File: src/rtl/iut_pkg.sv
// ----------------------------------------------------------------------------
// iut_pkg
// Shared widths, request and status codes, and the command and status
// bundles that run between the interval union controller and datapath.
// ----------------------------------------------------------------------------
`default_nettype none

package iut_pkg;

    localparam int MAX_ENDPOINTS_DEF = 64;

    localparam int VAL_W  = 31;
    localparam int REQ_W  = 2;
    localparam int STAT_W = 2;

    // request codes
    localparam logic [REQ_W-1:0] REQ_CLEAR = 2'd0;
    localparam logic [REQ_W-1:0] REQ_ADD   = 2'd1;
    localparam logic [REQ_W-1:0] REQ_QUERY = 2'd2;

    // result status codes
    localparam logic [STAT_W-1:0] ST_OK     = 2'd0;
    localparam logic [STAT_W-1:0] ST_FULL   = 2'd1;
    localparam logic [STAT_W-1:0] ST_REJECT = 2'd2;

    // datapath operations, one per cycle
    typedef enum logic [3:0] {
        OP_NONE,
        OP_LOAD,
        OP_CLEAR,
        OP_SCAN,
        OP_SHIFT_INIT,
        OP_SHIFT,
        OP_INS_S,
        OP_INS_E,
        OP_FIX_S,
        OP_FIX_E,
        OP_MOVE,
        OP_SUM,
        OP_EMIT
    } op_t;

    typedef struct packed {
        op_t               op;
        logic              set_status;
        logic [STAT_W-1:0] status;
    } cmd_t;

    typedef struct packed {
        logic [REQ_W-1:0] req;
        logic             start_gt_end;
        logic             walk_done;
        logic             insert_needed;
        logic             store_full;
        logic             out_free;
    } stat_t;

endpackage

`default_nettype wire

File: src/rtl/interval_union_tracker.sv
// ----------------------------------------------------------------------------
// interval_union_tracker
// Union of added time intervals kept as a sorted endpoint list; handles
// clear, add (lazy merge) and query of total covered length.
// ----------------------------------------------------------------------------
//  channel   flow  handshake              beat fields
//  request   in    req_valid / req_stall  req_type, interval_start, interval_end
//  result    out   res_valid / res_stall  covered_total, status
//
//  One request at a time, one result per request. An add is rejected,
//  dropped when the list is full, inserted as a new pair, or merged.
//  Reset clears the endpoint count; memory contents are not cleared.
//  A result waiting under res_stall does not block the next request.
// ----------------------------------------------------------------------------
`default_nettype none

module interval_union_tracker
#(
    parameter int MAX_ENDPOINTS = iut_pkg::MAX_ENDPOINTS_DEF
)
(
    input  wire logic                          clk,
    input  wire logic                          rst_n,
    input  wire logic                          req_valid,
    output logic                               req_stall,
    input  wire logic [iut_pkg::REQ_W-1:0]     req_type,
    input  wire logic [iut_pkg::VAL_W-1:0]     interval_start,
    input  wire logic [iut_pkg::VAL_W-1:0]     interval_end,
    output logic                               res_valid,
    input  wire logic                          res_stall,
    output logic [iut_pkg::VAL_W-1:0]          covered_total,
    output logic [iut_pkg::STAT_W-1:0]         status
);
    import iut_pkg::*;

    cmd_t  cmd;
    stat_t stat;

    iut_ctrl u_ctrl
    (
        .clk       (clk),
        .rst_n     (rst_n),
        .req_valid (req_valid),
        .req_stall (req_stall),
        .cmd       (cmd),
        .stat      (stat)
    );

    iut_dpath
    #(
        .MAX_ENDPOINTS (MAX_ENDPOINTS)
    )
    u_dpath
    (
        .clk            (clk),
        .rst_n          (rst_n),
        .cmd            (cmd),
        .stat           (stat),
        .req_type       (req_type),
        .interval_start (interval_start),
        .interval_end   (interval_end),
        .res_valid      (res_valid),
        .res_stall      (res_stall),
        .covered_total  (covered_total),
        .status         (status)
    );

endmodule

`default_nettype wire

File: src/rtl/iut_ctrl.sv
// ----------------------------------------------------------------------------
// iut_ctrl
// Request sequencer: decodes the latched request and steps the datapath
// through scan, shift, insert, merge, sum and result hand-off.
// ----------------------------------------------------------------------------
`default_nettype none

module iut_ctrl
(
    input  wire logic           clk,
    input  wire logic           rst_n,
    input  wire logic           req_valid,
    output logic                req_stall,
    output iut_pkg::cmd_t       cmd,
    input  wire iut_pkg::stat_t stat
);
    import iut_pkg::*;

    typedef enum logic [11:0] {
        S_IDLE     = 12'b0000_0000_0001,
        S_DISPATCH = 12'b0000_0000_0010,
        S_SCAN     = 12'b0000_0000_0100,
        S_DECIDE   = 12'b0000_0000_1000,
        S_SHIFT    = 12'b0000_0001_0000,
        S_INS_S    = 12'b0000_0010_0000,
        S_INS_E    = 12'b0000_0100_0000,
        S_FIX_S    = 12'b0000_1000_0000,
        S_FIX_E    = 12'b0001_0000_0000,
        S_MOVE     = 12'b0010_0000_0000,
        S_SUM      = 12'b0100_0000_0000,
        S_EMIT     = 12'b1000_0000_0000
    } state_t;

    state_t state_reg;
    state_t state_next;

    assign req_stall = (state_reg != S_IDLE);

    always_comb
    begin
        state_next     = state_reg;
        cmd.op         = OP_NONE;
        cmd.set_status = 1'b0;
        cmd.status     = ST_OK;
        unique case (state_reg)
            S_IDLE:
            begin
                if (req_valid)
                begin
                    cmd.op     = OP_LOAD;
                    state_next = S_DISPATCH;
                end
            end
            S_DISPATCH:
            begin
                if (stat.req == REQ_CLEAR)
                begin
                    cmd.op     = OP_CLEAR;
                    state_next = S_EMIT;
                end
                else if (stat.req == REQ_ADD)
                begin
                    if (stat.start_gt_end)
                    begin
                        cmd.set_status = 1'b1;
                        cmd.status     = ST_REJECT;
                        state_next     = S_EMIT;
                    end
                    else
                    begin
                        state_next = S_SCAN;
                    end
                end
                else if (stat.req == REQ_QUERY)
                begin
                    state_next = S_SUM;
                end
                else
                begin
                    state_next = S_EMIT;
                end
            end
            S_SCAN:
            begin
                cmd.op = OP_SCAN;
                if (stat.walk_done)
                begin
                    state_next = S_DECIDE;
                end
            end
            S_DECIDE:
            begin
                if (stat.insert_needed && stat.store_full)
                begin
                    // drop the add, list unchanged
                    cmd.set_status = 1'b1;
                    cmd.status     = ST_FULL;
                    state_next     = S_EMIT;
                end
                else if (stat.insert_needed)
                begin
                    cmd.op     = OP_SHIFT_INIT;
                    state_next = S_SHIFT;
                end
                else
                begin
                    state_next = S_FIX_S;
                end
            end
            S_SHIFT:
            begin
                cmd.op = OP_SHIFT;
                if (stat.walk_done)
                begin
                    state_next = S_INS_S;
                end
            end
            S_INS_S:
            begin
                cmd.op     = OP_INS_S;
                state_next = S_INS_E;
            end
            S_INS_E:
            begin
                cmd.op     = OP_INS_E;
                state_next = S_EMIT;
            end
            S_FIX_S:
            begin
                cmd.op     = OP_FIX_S;
                state_next = S_FIX_E;
            end
            S_FIX_E:
            begin
                cmd.op     = OP_FIX_E;
                state_next = S_MOVE;
            end
            S_MOVE:
            begin
                cmd.op = OP_MOVE;
                if (stat.walk_done)
                begin
                    state_next = S_EMIT;
                end
            end
            S_SUM:
            begin
                cmd.op = OP_SUM;
                if (stat.walk_done)
                begin
                    state_next = S_EMIT;
                end
            end
            S_EMIT:
            begin
                if (stat.out_free)
                begin
                    cmd.op     = OP_EMIT;
                    state_next = S_IDLE;
                end
            end
            default:
            begin
                state_next = S_IDLE;
            end
        endcase
    end

    always_ff @(posedge clk or negedge rst_n)
    begin
        if (!rst_n)
        begin
            state_reg <= S_IDLE;
        end
        else
        begin
            state_reg <= state_next;
        end
    end

endmodule

`default_nettype wire

File: src/rtl/iut_dpath.sv
// ----------------------------------------------------------------------------
// iut_dpath
// Endpoint memory with one write and one registered read port, walk
// pointer, search results, length accumulator and the result register.
// ----------------------------------------------------------------------------
`default_nettype none

module iut_dpath
#(
    parameter int MAX_ENDPOINTS = iut_pkg::MAX_ENDPOINTS_DEF
)
(
    input  wire logic                         clk,
    input  wire logic                         rst_n,
    input  wire iut_pkg::cmd_t                cmd,
    output iut_pkg::stat_t                    stat,
    input  wire logic [iut_pkg::REQ_W-1:0]    req_type,
    input  wire logic [iut_pkg::VAL_W-1:0]    interval_start,
    input  wire logic [iut_pkg::VAL_W-1:0]    interval_end,
    output logic                              res_valid,
    input  wire logic                         res_stall,
    output logic [iut_pkg::VAL_W-1:0]         covered_total,
    output logic [iut_pkg::STAT_W-1:0]        status
);
    import iut_pkg::*;

    localparam int AW = (MAX_ENDPOINTS > 1) ? $clog2(MAX_ENDPOINTS) : 1;
    localparam int CW = $clog2(MAX_ENDPOINTS + 1);

    logic [VAL_W-1:0]  mem [MAX_ENDPOINTS];

    logic [CW-1:0]     count_reg;
    logic [CW-1:0]     count_next;
    logic [CW-1:0]     ptr_reg;
    logic [CW-1:0]     ptr_next;
    logic              pend_reg;
    logic              pend_next;
    logic [AW-1:0]     tag_reg;
    logic [AW-1:0]     tag_next;
    logic              res_valid_reg;

    logic [REQ_W-1:0]  req_reg;
    logic [VAL_W-1:0]  s_reg;
    logic [VAL_W-1:0]  e_reg;
    logic [VAL_W-1:0]  rdata_reg;
    logic [CW-1:0]     i_reg;
    logic [CW-1:0]     j_reg;
    logic              found_i_reg;
    logic              found_j_reg;
    logic [VAL_W-1:0]  a_reg;
    logic [VAL_W-1:0]  acc_reg;
    logic [STAT_W-1:0] status_reg;
    logic [VAL_W-1:0]  total_reg;
    logic [STAT_W-1:0] res_status_reg;

    logic              advance;
    logic              rd_en;
    logic [AW-1:0]     rd_addr;
    logic              wr_en;
    logic [AW-1:0]     wr_addr;
    logic [VAL_W-1:0]  wr_data;
    logic [CW:0]       ptr_inc_ext;
    logic [CW:0]       j_ext;
    logic [CW:0]       count_ext;

    assign ptr_inc_ext = {1'b0, ptr_reg} + (CW+1)'(1);
    assign j_ext       = {1'b0, j_reg};
    assign count_ext   = {1'b0, count_reg};

    always_comb
    begin
        advance   = 1'b0;
        rd_en     = 1'b0;
        rd_addr   = '0;
        wr_en     = 1'b0;
        wr_addr   = '0;
        wr_data   = s_reg;
        ptr_next  = ptr_reg;
        tag_next  = tag_reg;
        pend_next = 1'b0;
        unique case (cmd.op) inside
            OP_LOAD:
            begin
                ptr_next = '0;
            end
            OP_SCAN, OP_SUM:
            begin
                advance = (ptr_reg < count_reg);
                rd_en   = advance;
                rd_addr = ptr_reg[AW-1:0];
                if (advance)
                begin
                    ptr_next  = ptr_reg + CW'(1);
                    tag_next  = ptr_reg[AW-1:0];
                    pend_next = 1'b1;
                end
            end
            OP_SHIFT_INIT:
            begin
                ptr_next = count_reg;
            end
            OP_SHIFT:
            begin
                // walk down from the top, each entry moves up by one pair
                advance = (ptr_reg > i_reg);
                rd_en   = advance;
                rd_addr = AW'(ptr_reg - CW'(1));
                if (advance)
                begin
                    ptr_next  = ptr_reg - CW'(1);
                    tag_next  = rd_addr;
                    pend_next = 1'b1;
                end
                wr_en   = pend_reg;
                wr_addr = tag_reg + AW'(2);
                wr_data = rdata_reg;
            end
            OP_INS_S:
            begin
                wr_en   = 1'b1;
                wr_addr = i_reg[AW-1:0];
                wr_data = s_reg;
            end
            OP_INS_E:
            begin
                wr_en   = 1'b1;
                wr_addr = i_reg[AW-1:0] + AW'(1);
                wr_data = e_reg;
            end
            OP_FIX_S:
            begin
                wr_en    = !i_reg[0] && (i_reg < count_reg);
                wr_addr  = i_reg[AW-1:0];
                wr_data  = s_reg;
                ptr_next = i_reg;
            end
            OP_FIX_E:
            begin
                wr_en   = !j_reg[0] && (j_reg != '0) && ((j_reg - CW'(1)) < count_reg);
                wr_addr = AW'(j_reg - CW'(1));
                wr_data = e_reg;
            end
            OP_MOVE:
            begin
                // close each covered gap: odd entry takes the next start
                advance = (ptr_inc_ext < j_ext);
                rd_en   = advance && ptr_reg[0] && (ptr_inc_ext < count_ext);
                rd_addr = AW'(ptr_reg + CW'(1));
                if (advance)
                begin
                    ptr_next = ptr_reg + CW'(1);
                end
                if (rd_en)
                begin
                    tag_next  = ptr_reg[AW-1:0];
                    pend_next = 1'b1;
                end
                wr_en   = pend_reg;
                wr_addr = tag_reg;
                wr_data = rdata_reg;
            end
            default:
            begin
                advance = 1'b0;
            end
        endcase
    end

    always_comb
    begin
        count_next = count_reg;
        if (cmd.op == OP_CLEAR)
        begin
            count_next = '0;
        end
        else if (cmd.op == OP_INS_E)
        begin
            count_next = count_reg + CW'(2);
        end
    end

    assign stat.req           = req_reg;
    assign stat.start_gt_end  = (s_reg > e_reg);
    assign stat.walk_done     = !advance && !pend_reg;
    assign stat.insert_needed = !i_reg[0] && (i_reg == j_reg);
    assign stat.store_full    = ((count_ext + (CW+1)'(2)) > (CW+1)'(MAX_ENDPOINTS));
    assign stat.out_free      = !res_valid_reg || !res_stall;

    always_ff @(posedge clk or negedge rst_n)
    begin
        if (!rst_n)
        begin
            count_reg     <= '0;
            ptr_reg       <= '0;
            pend_reg      <= 1'b0;
            tag_reg       <= '0;
            res_valid_reg <= 1'b0;
        end
        else
        begin
            count_reg <= count_next;
            ptr_reg   <= ptr_next;
            pend_reg  <= pend_next;
            tag_reg   <= tag_next;
            if (cmd.op == OP_EMIT)
            begin
                res_valid_reg <= 1'b1;
            end
            else if (!res_stall)
            begin
                res_valid_reg <= 1'b0;
            end
        end
    end

    always_ff @(posedge clk)
    begin
        if (wr_en)
        begin
            mem[wr_addr] <= wr_data;
        end
        if (rd_en)
        begin
            rdata_reg <= mem[rd_addr];
        end
    end

    always_ff @(posedge clk)
    begin
        if (cmd.op == OP_LOAD)
        begin
            req_reg     <= req_type;
            s_reg       <= interval_start;
            e_reg       <= interval_end;
            i_reg       <= count_reg;
            j_reg       <= count_reg;
            found_i_reg <= 1'b0;
            found_j_reg <= 1'b0;
            acc_reg     <= '0;
            status_reg  <= ST_OK;
        end
        else
        begin
            if (cmd.set_status)
            begin
                status_reg <= cmd.status;
            end
            if (cmd.op == OP_SCAN && pend_reg)
            begin
                // first entry not below each bound
                if (!found_i_reg && !(s_reg > rdata_reg))
                begin
                    i_reg       <= CW'(tag_reg);
                    found_i_reg <= 1'b1;
                end
                if (!found_j_reg && !(e_reg > rdata_reg))
                begin
                    j_reg       <= CW'(tag_reg);
                    found_j_reg <= 1'b1;
                end
            end
            if (cmd.op == OP_SUM && pend_reg)
            begin
                if (!tag_reg[0])
                begin
                    a_reg <= rdata_reg;
                end
                else if (rdata_reg > a_reg)
                begin
                    acc_reg <= acc_reg + (rdata_reg - a_reg);
                end
            end
        end
        if (cmd.op == OP_EMIT)
        begin
            total_reg      <= acc_reg;
            res_status_reg <= status_reg;
        end
    end

    assign res_valid     = res_valid_reg;
    assign covered_total = total_reg;
    assign status        = res_status_reg;

endmodule

`default_nettype wire

File: config.mk
export PLATFORM = sky130hd
export DESIGN_NAME = interval_union_tracker
export DESIGN_NICKNAME = d
export VERILOG_FILES = /design/src/rtl/iut_pkg.sv /design/src/rtl/interval_union_tracker.sv /design/src/rtl/iut_ctrl.sv /design/src/rtl/iut_dpath.sv
export SDC_FILE = /design/constraint.sdc
export NUM_CORES = 2
export LEC_CHECK = 0
export BUFFER_PORTS_ARGS = -buffer_cell sky130_fd_sc_hd__buf_4
export CORE_MARGIN = 10
export CORE_UTILIZATION = 25
export CTS_BUF_LIST = sky130_fd_sc_hd__clkbuf_8 sky130_fd_sc_hd__clkbuf_16
export DETAILED_ROUTE_END_ITERATION = 8
export PLACE_DENSITY = 0.42
export RECOVER_POWER = 100
export SYNTH_ARGS = -nofsm -noshare
export SYNTH_HDL_FRONTEND = slang
export SYNTH_HIERARCHICAL = 1
export SYNTH_SLANG_ARGS = --single-unit
File: constraint.sdc
create_clock -name clk -period 9.9 [get_ports clk]
set_input_delay 0.495 -clock clk [delete_from_list [all_inputs] [get_ports clk]]
set_output_delay 0.495 -clock clk [all_outputs]
set_load 0.03 [all_outputs]
# Word level (Yosys, flattened, before mapping)
# Memory sizes are Yosys's and may differ from the RTL's. A register that Yosys moved wholly into a read port is not among the register bits.
# Cells that the tools add are included.
[totals] input_bits=68 memories=1 ramBits=1984 register_bits=211 wordCells=179
[mem_list] name="u_dpath.mem" depth=64 width=31 rd=1 rd_clocked_by_memory_dff=1 wr=1 line="iut_dpath.sv:30" rtl="logic [VAL_W-1:0] mem [MAX_ENDPOINTS];"
[op_classes] magnitude_cmp=11 n_bitwise=2 mux=53 n_eq_ne=38 n_addsub=10 reduce_logical=46
[op_table] op="$pmux 12 s11" count=1
[op_table] op="$gt 31x31->1" count=4
[op_table] op="$mux 12" count=10
[op_table] op="$mux 7" count=11
[op_table] op="$pmux 31 s2" count=1
[op_table] op="$pmux 4 s12" count=1
[op_table] op="$pmux 7 s6" count=1
[op_table] op="$pmux 6 s3" count=2
[op_table] op="$add 31x31->31" count=1
[op_table] op="$sub 31x31->31" count=1
[op_table] op="$pmux 6 s5" count=1
[op_table] op="$lt 7x7->1" count=3
[op_table] op="$eq 4x4->1 const B" count=5
[op_table] op="$mux 6" count=3
[op_table] op="$eq 4x3->1 const B" count=4
[op_table] op="$lt 8x7->1" count=2
[op_table] op="$mux 3" count=5
[op_table] op="$ne 2x2->1 const B" count=7
[op_table] op="$sub 7x1->7 const B" count=2
[op_table] op="$eq 12x1->1 const B" count=1
[op_table] op="$eq 12x10->1 const B" count=1
[op_table] op="$eq 12x11->1 const B" count=1
[op_table] op="$eq 12x12->1 const B" count=1
[op_table] op="$eq 12x2->1 const B" count=1
[op_table] op="43 further kinds" count=90

# Logic depth before layout (Yosys ltp)
[depth] ltp_word=12 ltp_mapped=26 mapped_depth_nobuf=20

# By module
# The synthesis kept the hierarchy.
[modules_own_cells] mod="iut_dpath" area_per_inst_um2=92824.0 instances=1 seq_area_each_um2=65998.3 cells_per_inst=6794
[modules_own_cells] mod="iut_ctrl" area_per_inst_um2=991.0 instances=1 seq_area_each_um2=301.5 cells_per_inst=107

# Least setup slack after synthesis
# Ideal clock, no wire load.
[synth_timing] path_type="register -> register" from="register u_ctrl.state_reg[4]" to="memory u_dpath.mem[15][0], enable pin" arrival_time_ns=4.938 setup_slack_ns=4.543 synth_period_minus_slack_ns=5.357 setup_time_ns=0.419 stages_incl_launch_ff=15 path_cell_list="dfrtp_1 > buf_6 > or4_4 > and4bb_1 > nand3b_1 > o311ai_0 > nand2b_1 > or2_1 > o21a_1 > nor2_1 > o21ai_0 > o211a_1 > nor2_1 > nand3_1 > nor2_1"
[synth_rtl] element="from (decl)" line="iut_ctrl.sv:34" rtl="state_t state_reg;"
[synth_rtl] element="from (signal assigned)" line="iut_ctrl.sv:177" rtl="state_reg <= state_next;"
[synth_rtl] element="to (decl)" line="iut_dpath.sv:30"

==> summary.md <==
| Metric | Value |
|---|---|
| Outcome | complete, but fails checks |
| Violated checks | max-capacitance violations, max-slew violations |
| Cell Pwr Density | 225 mW/mm2 |
| Share of layout cells above drive strength 1 | 0.107 |
| H-tree levels | 5 |
| Fin crit share | 0.864 |
| Max FFs per register | 1984 |
| Worst skew pair latency | 0.92 ns |
| Critical path required time | 10.51 ns |
| Fmax | 0.117 GHz |
| Fin. max-slew vios | 1566 |
| Post-synth EDFFs | 2157 |
| FP Rows | 224 |
| Crit path max-delay cell type | clkbuf_2 |
| Flops & latches, synth | 2225 |
| IO buf count | 102 |
| GR Overflow Total | 0 |
| Worst-margin pin slew | 2.82 ns |
| Fin nets | 7362 |
| CTS Root Cell | clkbuf_16 |
| Critical path buffers and inverters | 4 |
| Startpoint Class | flip-flop |
| Crit-path max FO | 62 |
| Antenna violations before repair | 32 |
| Pin count of the biggest net entering global routing | 138 |
| Global-route wire length before repair | 462 mm |
| Synth warn | 6 |
| Number of remaining DRC errors | 0 |
| Ports | 103 |
| Most flops, register | u_dpath/mem |
| Max_cap viols | 47 |
| Hold WS | 0.381 ns |
| Final Instance Area | 0.109 mm2 |
| RSZ-0062 raised after global routing | no |
| Setup TNS Final | 0 ns |
| Final setup viols | 0 |
| Vias in the first global route | 57007 |
| Die W | 633 um |
| Met1 Track Usage GR | 0.230 |
| Yosys top cell area share | 0.690 |
| Leakage power | 37.6 nW |
| Num CTS Buffers | 265 |
| Avg Synthesized Cell Area | 13.6 um2 |
| Area Overhead vs Synth | 16.7% |
| Syn nets | 7199 |
| Die Area | 0.400 mm2 |
| Delay-heaviest family, CP | simple AND/OR/NAND/NOR gates |
| First-pass iteration count of the detailed router | 5 |
| CP Capture Type | flip-flop |
| Routed WL per cell | 27.1 um |
| Initial DRC count | 6360 |
| Hpwl dp | 208 mm |
| Rel. slew slack | -0.877 |
| Clock Skews | 0.0833 ns |
| Crit path kind | flip-flop to flip-flop |
| Most used cell, CP | nand2_1 |
| Top cell type by total area after synthesis | edfxtp_1 |
| Yosys cell types | 97 |
| DIE HEIGHT | 633 um |
| Sequential share of the synthesized area | 0.707 |
| Hold Fails Final Rpt | 0 |
| Placed inst area | 0.101 mm2 |
| Final Critical Period | 8.55 ns |
| Mapped Area | 0.0938 mm2 |
| GR Util met2 | 0.249 |
| Placer congestion estimate | 0.838 |
| CP peak stage delay | 1.34 ns |
| Maximum vdd drop | 0.139 mV |
| Min-Delay Path Class | input port to flip-flop |
| Max Root-Sink Buffers | 4 |
| Starting density of the core | 0.251 |
| Ys flop type | edfxtp_1 |
| Core area | 0.373 mm2 |
| Antenna viol nets, final | 0 |
| Busiest grt layer | met2 |
| Total track usage | 0.160 |
| Vias/cell | 4.88 |
| CP Cell Sequence | or4_1 > nor2_1 > nand3_4 > or3_1 > nand3_1 > nand4bb_2 > buf_4 > inv_1 > ha_1 > o21ai_0 > nand2_1 > a22oi_2 > buf_12 > clkbuf_2 > mux4_2 > nand2_1 > nand4_1 > and4_1 |
| Worst-path clk slew | 0.06 ns |
| Clock Sinks | 2225 |
| Synth Instances | 6901 |
| CTS tree | yes |
| Routed WL | 333 mm |
| GR Util met3 | 0.0219 |
| Async SR Flop Fraction | 0.0148 |
| Synth area leaders | edfxtp_1 (69%), nand2_1 (6.5%), mux4_2 (3.0%), ha_1 (2.7%), nand3_1 (2.6%) |
| Via count | 59800 |
| Critical Path AT | 9.16 ns |
metal layers:
layer / share of wire / wire, um
met5: 0.00011 / 36
met4: 0.034 / 11400
met3: 0.063 / 20800
met2: 0.45 / 150000
met1: 0.45 / 151000
final timing paths:
kind	startpoint	slack, ns	to	cells past startpoint
setup / recovery	u_ctrl/state_reg[4]$_DFFE_PN0P_	1.35	u_dpath/rdata_reg[10]$_DFFE_PP_	18
hold / removal	interval_start[1]	0.38	u_dpath/s_reg[1]$_DFFE_PP_	2
setup reg to reg	u_ctrl/state_reg[4]$_DFFE_PN0P_	1.35	u_dpath/rdata_reg[10]$_DFFE_PP_	18
hold reg to reg	u_dpath/status_reg[0]$_SDFFE_PP0P_	0.44	u_dpath/status[0]$_DFFE_PP_	0
max in group asynchronous	rst_n	7.78	u_dpath/tag_reg[3]$_DFFE_PN0P_	2
min in group asynchronous	rst_n	0.84	u_ctrl/state_reg[6]$_DFFE_PN0P_	2
placed cells by master (no fill, tap or decap), types with 41 or more instances in the layout:
master         count
edfxtp_1        2157
nand2_1         1626
nand3_1          480
inv_1            291
clkbuf_16        268
ha_1             200
and3_1           198
a31oi_1          193
a22oi_1          128
a311oi_1         127
a21oi_1          125
mux4_2           124
nor2_1           110
nand4_1           94
o21ai_0           88
buf_4             81
dlygate4sd3_1     67
clkinv_1          62
clkbuf_4          58
a21o_1            53
clkbuf_1          51
nor2_2            41
kinds of logic after synthesis:
group,Yosys count,synth area share
xor gates and xnor gates,55,0.00521
adders and majority gates,230,0.0331
and+or+nand+nor,2753,0.130
AOI/OAI and AO/OA,874,0.0655
buffers and inverters,625,0.0276
DFF,2225,0.707
muxes,139,0.0314
power by group:
part	switching (W)	internal, W	total (W)	leakage, nW
Sequential	0.000285	0.0114	0.0117	20.2
Combinational	0.00291	0.000665	0.00358	13.1
Clock	0.00402	0.00527	0.00930	4.25
Total	0.00722	0.0174	0.0246	37.6
cell usage after synthesis (31+ instances only):
cell type	instances
inv_1	229
clkbuf_1	192
nor2_1	184
a31oi_1	193
a311oi_1	127
and4_1	34
nor3_1	31
mux4_2	124
a21o_1	54
o21ai_0	89
edfxtp_1	2157
a22oi_1	129
a21oi_1	126
dfrtp_1	32
a221o_1	36
buf_2	137
nand2_1	1627
nand4_1	94
and3_1	198
dfxtp_1	35
buf_1	49
nand3_1	488
ha_1	200
worst register-to-register path, stage by stage, from the launching register on:
cell       delay, ns
dfrtp_1         0.46
or4_1           0.60
nor2_1          0.39
nand3_4         0.14
or3_1           0.41
nand3_1         0.51
nand4bb_2       0.25
buf_4           0.43
inv_1           0.40
ha_1            0.37
o21ai_0         0.20
nand2_1         0.13
a22oi_2         0.32
buf_12          0.33
clkbuf_2        1.45
mux4_2          0.79
nand2_1         0.20
nand4_1         0.52
and4_1          0.43
timing repair:
item                                    CTS  global route
endpoints found under the setup margin    0             0
buffers inserted                          0             0
endpoints found under the hold margin   101             0
hold buffers                             67             0
resized for setup                         0             0
per-stage QoR:
step,std cells,setup WS [ns],power (W),utilization
2_1_floorplan,6901,4.54,0.0133,-
3_3_place_gp,11701,2.39,0.0155,0.271
3_5_place_dp,11702,2.38,0.0155,0.271
4_1_cts,12238,2.35,0.0249,0.294
5_1_grt,12252,1.01,0.0254,0.293
6_report,12263,1.35,0.0246,0.294
area by class of cell:
cell class	instances	area (um2)
Fill cell	37380	264000
Sequential cell	2225	66300
Multi-Input combinational cell	4051	25400
Clock buffer	268	6710
Tap cell	4972	6220
Timing Repair Buffer	288	2440
Clock inverter	201	1510
Inverter	233	876
Antenna cell	25	62.6
No activity file was read; power rests on OpenSTA's default activity.
